<file path="config.mk">
export PLATFORM = sky130hd
export DESIGN_NAME = bvp_fifo
export DESIGN_NICKNAME = d
export VERILOG_FILES = /design/src/rtl/core/bvp_fifo.sv
export SDC_FILE = /design/constraint.sdc
export NUM_CORES = 1
export LEC_CHECK = 0
export ABC_AREA = 1
export BUFFER_PORTS_ARGS = -buffer_cell sky130_fd_sc_hd__clkbuf_2
export CORE_MARGIN = 1.5
export CORE_UTILIZATION = 40
export DETAILED_ROUTE_END_ITERATION = 7
export PLACE_DENSITY = 0.56
export REMOVE_ABC_BUFFERS = 1
export SYNTH_ARGS = -nofsm -noshare
export SYNTH_HDL_FRONTEND = slang
export SYNTH_SLANG_ARGS = --single-unit
</file>
<file path="constraint.sdc">
create_clock -name clk_i -period 5.2 [get_ports clk_i]
set_input_delay 0 -clock clk_i [delete_from_list [all_inputs] [get_ports clk_i]]
set_output_delay 0 -clock clk_i [all_outputs]
set_load 0.05 [all_outputs]
</file>
<file path="src/rtl/core/bvp_fifo.sv">
// Short queue decoupling the front end from the back pipeline.
// Depends on nothing but its parameters.
module bvp_fifo #(
  parameter int unsigned W     = 8,
  parameter int unsigned DEPTH = 4
) (
  input  logic         clk_i,
  input  logic         rst_ni,
  input  logic         push_i,
  input  logic [W-1:0] data_i,
  output logic         full_o,
  input  logic         pop_i,
  output logic         valid_o,
  output logic [W-1:0] data_o
);
  localparam int unsigned AW = (DEPTH > 1) ? $clog2(DEPTH) : 1;
  localparam int unsigned CW = $clog2(DEPTH + 1);

  logic [W-1:0]  mem_q [DEPTH];
  logic [AW-1:0] wr_q, wr_d, rd_q, rd_d;
  logic [CW-1:0] cnt_q, cnt_d;
  logic          do_push, do_pop;

  assign full_o  = (cnt_q == CW'(DEPTH));
  assign valid_o = (cnt_q != '0);
  assign data_o  = mem_q[rd_q];
  assign do_push = push_i && !full_o;
  assign do_pop  = pop_i && valid_o;

  always_comb begin
    wr_d  = wr_q;
    rd_d  = rd_q;
    cnt_d = cnt_q;
    if (do_push) begin
      wr_d = (wr_q == AW'(DEPTH - 1)) ? '0 : wr_q + 1'b1;
    end
    if (do_pop) begin
      rd_d = (rd_q == AW'(DEPTH - 1)) ? '0 : rd_q + 1'b1;
    end
    if (do_push && !do_pop) begin
      cnt_d = cnt_q + 1'b1;
    end else if (do_pop && !do_push) begin
      cnt_d = cnt_q - 1'b1;
    end
  end

  always_ff @(posedge clk_i or negedge rst_ni) begin
    if (!rst_ni) begin
      wr_q  <= '0;
      rd_q  <= '0;
      cnt_q <= '0;
    end else begin
      wr_q  <= wr_d;
      rd_q  <= rd_d;
      cnt_q <= cnt_d;
    end
  end

  always_ff @(posedge clk_i) begin
    if (do_push) begin
      mem_q[wr_q] <= data_i;
    end
  end

endmodule

</file>
==> key figures, run 1 <==
Run status
  • Result of the run: complete, no violations

Timing
  • Worst-Margin Slew: approximately 1.0 ns
  • Worst slack on hold paths: approximately 0.081 ns
  • Setup repair after global routing missed its margin: false
  • Post-route fraction of the period consumed by the critical path: between 30% and 40%
  • Total Neg Setup Slack: 0 ns
  • Worst clock skew on the final layout: ~0.0057 ns
  • Final count of hold timing violations: 0
  • Final-report setup violation count: 0
  • Final min period: 1.94 ns
  • Fmax: approximately 520 MHz
  • Final slew viol count: 0
  • Worst slew margin relative to its limit: a little under a third

Power and ir drop
  • Leak Pwr: 0.922 nW
  • Total power density per cell area: around 600 nW/µm²
  • Max VDD drop: between 0.2 and 0.25 mV

Drt
  • Vias/cell: 4.60
  • Residual DRC: 0
  • Number of nets with antenna violations after detailed routing: 0
  • Wire length per cell: between 10 and 15 µm
  • Routed Wire Length: between 3000 and 4000 µm
  • Iter 0 DRT Violations: 73
  • Total number of vias: 1094
  • Pre-Repair DR Iteration Count: 4

Worst setup path
  • Category of the worst setup path capture point: output pin
  • Worst setup path startpoint: rd_q[0]$_DFFE_PN0P_
  • Class of the most critical setup path: reg -> out
  • Startpoint type of the worst setup path: flip-flop
  • Worst Path Max Fanout: 35
  • Worst EP required: roughly 5.2 ns
  • Crit path DAT: 1.94 ns
  • Startpoint of the worst-slack reg-to-reg timing path: cnt_q[0]$_DFFE_PN0P_

Cells and area
  • Final non-filler cell area: approximately 2100 µm²
  • Share of layout cells above drive strength 1: between 10% and 20%
  • Post-layout net count: 206
  • Signed area change from the synthesized netlist to the final layout: 19.1%
  • Antenna diode count: 0

Logic synthesis
  • Netlist area before placement: 1750 µm²
  • Register bit count reported by yosys: 39
  • Avg Synthesized Cell Area: ~11 µm²
  • Number of distinct library cell variants in the gate-level netlist after synthesis: 17
  • Warnings from Yosys: 0
  • Synthesized netlist cell count: approximately 150
  • Share of the yosys chip area belonging to registers: ~65%

CTS
  • Total number of H-tree levels: 2
  • Clock tree from TritonCTS: yes
  • Clock-pin slew reported for the worst setup and hold paths after clock tree synthesis: about 0.070 ns
  • Clock tree root driver cell: sky130_fd_sc_hd__clkbuf_8
  • # clock sinks: 39
  • Clock buffer depth: 2
  • Number of CTS-inserted buffers: 5
  • Clock latency at the later pin of the worst-skew pair: 0.29 ns
  • Post-CTS setup buffer count: 0

Floorplan
  • Die Y: roughly 70 µm
  • Area enclosed by the die boundary: 4790 µm²
  • Starting Density: between 40 and 50%
  • Total I/O pin count: 22
  • Die X: about 70 µm
  • Placeable Area: around 4100 µm²
  • Floorplan row count: 23

Placed design
  • Number of buffers inserted by port buffering: 21
  • Detailed-placement wirelength estimate: approximately 2100 µm
  • Area after DPL: approximately 1900 µm²
  • Gpl congestion: ~0.76

Global routing
  • Remaining global-route overflow: 0
  • Number of global-route vias before repair: between 1000 and 1500
  • Wire length of the first global-routing pass: roughly 5300 µm
  • Number of antenna violations at the first check in global routing: 0
  • GRT Total Usage: 14.3%
  • Pin count of the biggest net entering global routing: 36

Run
  • Max-capacitance violation count: 0

Min path
  • Classification of the worst-slack hold path: in -> async
layout by cell type (no fill, tap or decap):
cell and count:
sky130_fd_sc_hd__nand3_2 2, sky130_fd_sc_hd__nand2_1 38, sky130_fd_sc_hd__xnor2_1 1, sky130_fd_sc_hd__clkinv_2 1, sky130_fd_sc_hd__edfxtp_1 32, sky130_fd_sc_hd__inv_1 26, sky130_fd_sc_hd__o211ai_1 16, sky130_fd_sc_hd__dfrtp_1 7
sky130_fd_sc_hd__dlygate4sd3_1 11, sky130_fd_sc_hd__inv_2 5, sky130_fd_sc_hd__o21ai_0 1, sky130_fd_sc_hd__nand2_2 1, sky130_fd_sc_hd__nand3_1 5, sky130_fd_sc_hd__bufinv_16 1, sky130_fd_sc_hd__nand4_1 1, sky130_fd_sc_hd__clkbuf_2 21
sky130_fd_sc_hd__clkinv_1 1, sky130_fd_sc_hd__nor2_1 6, sky130_fd_sc_hd__clkbuf_8 5, sky130_fd_sc_hd__ha_1 6, sky130_fd_sc_hd__fa_1 1
flip-flops by register name, summed over array words and instances (netlist names):
signal and count:
cnt_q 3, mem_q 32, rd_q 2, wr_q 2
layer usage:
metal	global-route usage, %	routed length, µm	up-vias
li1	-	-	570
met1	18.3	1470	500
met2	23.5	1490	19
met3	3.05	92	5
met4	6.54	48	0
met5	0	0	-
cell type report:
cell class              instances  area [µm²]
fillers                       378        2030
inverters                      31         116
multi-input cells              78         452
well taps                      50        62.6
clock inverters                 3        38.8
clock buffers                   5        68.8
flip-flops and latches         39        1140
repair buffers                 32         215
timing repair:
item	in CTS	in global routing
setup endpoints to repair	0	0
endpoints found under the hold margin	43	0
gates resized for setup	0	0
hold buffers	11	0
power breakdown:
group | internal, W | switching (W) | total (W)
sequential | 0.000419 | 0.0000839 | 0.000503
combinational | 0.000149 | 0.000384 | 0.000533
clock | 0.000140 | 0.000104 | 0.000244
total | 0.000709 | 0.000572 | 0.00128
critical path, stage by stage, from the launching register on:
cell and delay (ns):
sky130_fd_sc_hd__dfrtp_1 1.02, sky130_fd_sc_hd__o211ai_1 0.22, sky130_fd_sc_hd__nand2_1 0.12, sky130_fd_sc_hd__clkbuf_2 0.28
per-stage QoR:
step | instances | setup WS [ns] | total power, W | util (%)
floorplan | 148 | 3.30 | 0.000901 | -
global placement | 219 | 3.44 | 0.00103 | 45.5
detailed placement | 219 | 3.40 | 0.00104 | 45.5
CTS | 238 | 3.26 | 0.00129 | 50.8
global route | 238 | 3.06 | 0.00137 | 50.8
finish | 238 | 3.26 | 0.00128 | 50.8
worst paths after layout:
check | to | slack (ns) | depth (start not counted)
worst max-delay path | data_o[1] | 3.26 | 3
worst min-delay path | cnt_q[1]$_DFFE_PN0P_ | 0.08 | 2
worst max register to register | cnt_q[1]$_DFFE_PN0P_ | 3.39 | 9
worst min register to register | wr_q[1]$_DFFE_PN0P_ | 0.55 | 2
max in group asynchronous | rd_q[1]$_DFFE_PN0P_ | 4.95 | 2
min in group clk_i | mem_q[1][3]$_DFFE_PP_ | 0.46 | 2
Yosys cell counts, drive strengths merged:
cell type / number / area (µm²)
o21ai: 1 / 5.00
inv: 31 / 116
nand3: 7 / 45.0
edfxtp: 32 / 961
fa: 1 / 20.0
nand2: 39 / 149
nor2: 6 / 22.5
buf: 5 / 50.0
ha: 6 / 75.1
o211ai: 16 / 120
xnor2: 1 / 8.76
dfrtp: 7 / 175
nand4: 1 / 6.26
cell families after synthesis:
group           synth area share [%]
simple gates                    12.7
flops                           64.8
xor+xnor                       0.499
fa+ha+maj                       5.42
buf+inv                         9.49
compound gates                  7.13
(Power assumes the default switching activity.)
==> run 2: changes to the inputs <==
==> constraint.sdc (replaced) <==
create_clock -name clk_i -period 2 [get_ports clk_i]
set_input_delay 0 -clock clk_i [delete_from_list [all_inputs] [get_ports clk_i]]
set_output_delay 0 -clock clk_i [all_outputs]
set_load 0.05 [all_outputs]
==> key figures, run 2 (synthesis gave the netlist of run 1 again) <==
Global routing
  • Busiest grt layer: met2 (unchanged)
  • Pin count of the biggest net entering global routing: 36 (unchanged)
  • Met1 global-route usage: 16.3% (was 18.3%)
  • Remaining global-route overflow: 0 (unchanged)
  • Number of antenna violations at the first check in global routing: 0 (unchanged)
  • GRT met2 Usage: 24.4% (was 23.5%)
  • Wire length of the first global-routing pass: 5130 µm (was 5260 µm)
  • GR Util met3: 4.22% (was 3.05%)
  • Number of global-route vias before repair: 1128 (was 1120)
  • GRT Total Usage: 14.1% (was 14.3%)

Drt
  • Wire length per cell: 12.3 µm (was 13.0 µm)
  • Number of nets with antenna violations after detailed routing: 0 (unchanged)
  • Routed Wire Length: 3020 µm (was 3090 µm)
  • Total number of vias: 1161 (was 1094)
  • Iter 0 DRT Violations: 79 (was 73)
  • Pre-Repair DR Iteration Count: 4 (unchanged)
  • Residual DRC: 0 (unchanged)
  • Vias/cell: 4.72 (was 4.60)

Worst setup path
  • Worst setup path startpoint: cnt_q[2]$_DFFE_PN0P_ (was rd_q[0]$_DFFE_PN0P_)
  • Reg2Reg Capture Point: cnt_q[2]$_DFFE_PN0P_ (was cnt_q[1]$_DFFE_PN0P_)
  • Critical path cell sequence: inv_2 -> nand3_2 -> nand2_1 -> ha_1 -> inv_1 -> fa_1 -> inv_1 -> nand2_1 -> nand4_1 -> nand2_1 (was o211ai_1 -> nand2_1 -> clkbuf_2)
  • Worst EP required: 2.18 ns (was 5.20 ns)
  • Most used cell along the critical path: sky130_fd_sc_hd__nand2_1
  • Class of the most critical setup path: reg -> reg (was reg -> out)
  • Number of cell instances on the worst register-to-register path: 10 (was 9)
  • Setup slack of the most critical reg-to-reg path: 0.21 ns (was 3.39 ns)
  • Slowest-stage cell, CP: sky130_fd_sc_hd__dfrtp_1 (unchanged)
  • End of the critical path: cnt_q[2]$_DFFE_PN0P_ (was data_o[1])
  • Worst path buffer plus inverter count: 3 (was 1)
  • Worst Path Max Fanout: 4 (was 35)
  • Startpoint of the worst-slack reg-to-reg timing path: cnt_q[2]$_DFFE_PN0P_ (was cnt_q[0]$_DFFE_PN0P_)
  • Startpoint type of the worst setup path: flip-flop (unchanged)
  • Crit path DAT: 1.97 ns (was 1.94 ns)
  • Crit. path cell count: 10 (was 3)
  • Gate family responsible for the most delay along the worst path: adder cells (was flip-flops)
  • Maximum single-stage delay on the critical path: 0.42 ns (was 1.02 ns)
  • Category of the worst setup path capture point: flip-flop (was output pin)

Timing
  • Final count of hold timing violations: 0 (unchanged)
  • Total Neg Setup Slack: 0 ns (unchanged)
  • Worst slew margin relative to its limit: 68.9% (was 31.2%)
  • Final slew viol count: 0 (unchanged)
  • Worst-Margin Slew: 0.467 ns (was 1.03 ns)
  • Final-report setup violation count: 0 (unchanged)
  • Post-route fraction of the period consumed by the critical path: 89.5%
  • Final min period: between 1.5 and 2 ns
  • Setup repair after global routing missed its margin: false (unchanged)
  • Worst clock skew on the final layout: 0.00256 ns (was 0.00568 ns)
  • Fmax: 558 MHz

Cells and area
  • Register containing the most flip-flops in the final layout: mem_q (unchanged)
  • Top Registers: mem_q x32, cnt_q x3 (unchanged)
  • Most used cells in the layout excluding fill and tap cells: sky130_fd_sc_hd__nand2_1 (38), sky130_fd_sc_hd__edfxtp_1 (32), sky130_fd_sc_hd__inv_1 (26), sky130_fd_sc_hd__clkbuf_2 (21), sky130_fd_sc_hd__o211ai_1 (16) (unchanged)
  • Antenna diode count: 0 (unchanged)
  • Most common cell after layout, fill and taps aside: sky130_fd_sc_hd__nand2_1 (unchanged)
  • Share of layout cells above drive strength 1: 22.4% (was 19.1%)
  • Signed area change from the synthesized netlist to the final layout: 21.3% (was 19.1%)
  • Post-layout net count: 214 (was 206)
  • Flip-flop count of the largest register after layout: 32 (unchanged)

Placed design
  • Detailed-placement wirelength estimate: 2110 µm (was 2090 µm)
  • Gpl congestion: 0.713 (was 0.761)
  • Number of buffers inserted by port buffering: 21 (unchanged)

Power and ir drop
  • Gate power share: 47.3% (was 41.6%)
  • Final total power: 0.00326 W (was 0.00128 W)
  • Register share of total power: 37.3% (was 39.3%)
  • Switching part of the total: 45.5% (was 44.7%)
  • Total power density per cell area: 1530 nW/µm² (was 613 nW/µm²)
  • Internal Dissipation: 0.00177 W (was 0.000709 W)
  • P_sw: 0.00148 W (was 0.000572 W)
  • Clock network power share: 15.4% (was 19.1%)
  • Leak Pwr: 0.950 nW (was 0.922 nW)
  • Max VDD drop: 0.520 mV (was 0.249 mV)

Run status
  • Result of the run: complete, no violations (unchanged)

Floorplan
  • Total I/O pin count: 22 (unchanged)
  • Area enclosed by the die boundary: 4790 µm² (unchanged)
  • Placeable Area: 4120 µm² (unchanged)
  • Floorplan row count: 23 (unchanged)
  • Starting Density: 42.6% (unchanged)
  • Die X: 69.2 µm (unchanged)
  • Die Y: 69.2 µm (unchanged)

CTS
  • Clock tree root driver cell: sky130_fd_sc_hd__clkbuf_8 (unchanged)
  • Clock-pin slew reported for the worst setup and hold paths after clock tree synthesis: 0.07 ns (about the same)
  • Clock buffer depth: 2 (unchanged)
  • # clock sinks: 39 (unchanged)
  • Clock tree from TritonCTS: yes (unchanged)
  • Post-CTS setup buffer count: 0 (unchanged)
  • Clock latency at the later pin of the worst-skew pair: 0.29 ns (about the same)
  • Total number of H-tree levels: 2 (unchanged)
  • Number of CTS-inserted buffers: 5 (unchanged)

Run
  • Max-capacitance violation count: 0 (unchanged)

Min path
  • Classification of the worst-slack hold path: in -> async (unchanged)
run 2: changes by cell type in the layout (fill, tap and decap cells not counted):
cell	change
sky130_fd_sc_hd__buf_4	+8
sky130_fd_sc_hd__clkinv_1	-1
sky130_fd_sc_hd__bufinv_16	-1
sky130_fd_sc_hd__clkbuf_1	+1
sky130_fd_sc_hd__clkinvlp_4	+1
run 2: how the worst min path moves through the flow:
| stage | from | to | cells after the start |
|---|---|---|---|
| finish | rst_ni | cnt_q[2]$_DFFE_PN0P_ | 2 |
| global route | rst_ni | cnt_q[2]$_DFFE_PN0P_ | 2 |
| CTS | rst_ni | cnt_q[2]$_DFFE_PN0P_ | 2 |
| detailed placement | rst_ni | cnt_q[1]$_DFFE_PN0P_ | 1 |
| global placement | rst_ni | cnt_q[0]$_DFFE_PN0P_ | 1 |
| floorplan | rst_ni | cnt_q[0]$_DFFE_PN0P_ | 0 |
run 2: repair_timing:
action,in CTS,in global routing
hold endpoints to repair,43,0
endpoints found under the setup margin,0,0
hold buffers,11,0
gates resized for setup,0,0
run 2: routing by layer:
layer	part of all wire [%]	vias up
li1	-	588
met1	43	540
met2	50	26
met3	4.6	7
met4	2.3	0
met5	0	-
run 2: area by class of cell:
| cell class | instances | area, µm² |
|---|---|---|
| fillers | 378 | 1990 |
| inverters | 31 | 116 |
| flip-flops and latches | 39 | 1140 |
| multi-input cells | 78 | 452 |
| repair buffers | 40 | 275 |
| well taps | 50 | 62.6 |
| clock buffers | 6 | 72.6 |
| clock inverters | 2 | 12.5 |
run 2: per-stage QoR:
step	hold WS [ns]	worst slack [ns]	utilization, %	instance area [µm²]	std cells
floorplan	-0.296	0.104	-	1700	148
CTS	0.0835	0.201	51.7	2130	246
global placement	-0.152	0.291	46.9	1930	227
finish	0.0828	0.209	51.7	2130	246
detailed placement	-0.147	0.218	46.9	1930	227
global route	0.105	0.0947	51.7	2130	246
run 2: power by group through the flow:
| stage | logic, W | registers [W] | clock network [W] |
|---|---|---|---|
| floorplan | 0.00108 | 0.00126 | 0 |
| global placement | 0.00149 | 0.00123 | 0 |
| detailed placement | 0.00154 | 0.00123 | 0 |
| CTS | 0.00156 | 0.00122 | 0.000522 |
| global route | 0.00170 | 0.00124 | 0.000548 |
| finish | 0.00154 | 0.00121 | 0.000502 |
run 2: worst reg2reg max path: stages, from the launching register on:
cell and delay (ns):
sky130_fd_sc_hd__dfrtp_1 0.42, sky130_fd_sc_hd__inv_2 0.08, sky130_fd_sc_hd__nand3_2 0.12, sky130_fd_sc_hd__nand2_1 0.14, sky130_fd_sc_hd__ha_1 0.18, sky130_fd_sc_hd__inv_1 0.06
sky130_fd_sc_hd__fa_1 0.39, sky130_fd_sc_hd__inv_1 0.07, sky130_fd_sc_hd__nand2_1 0.07, sky130_fd_sc_hd__nand4_1 0.10, sky130_fd_sc_hd__nand2_1 0.06
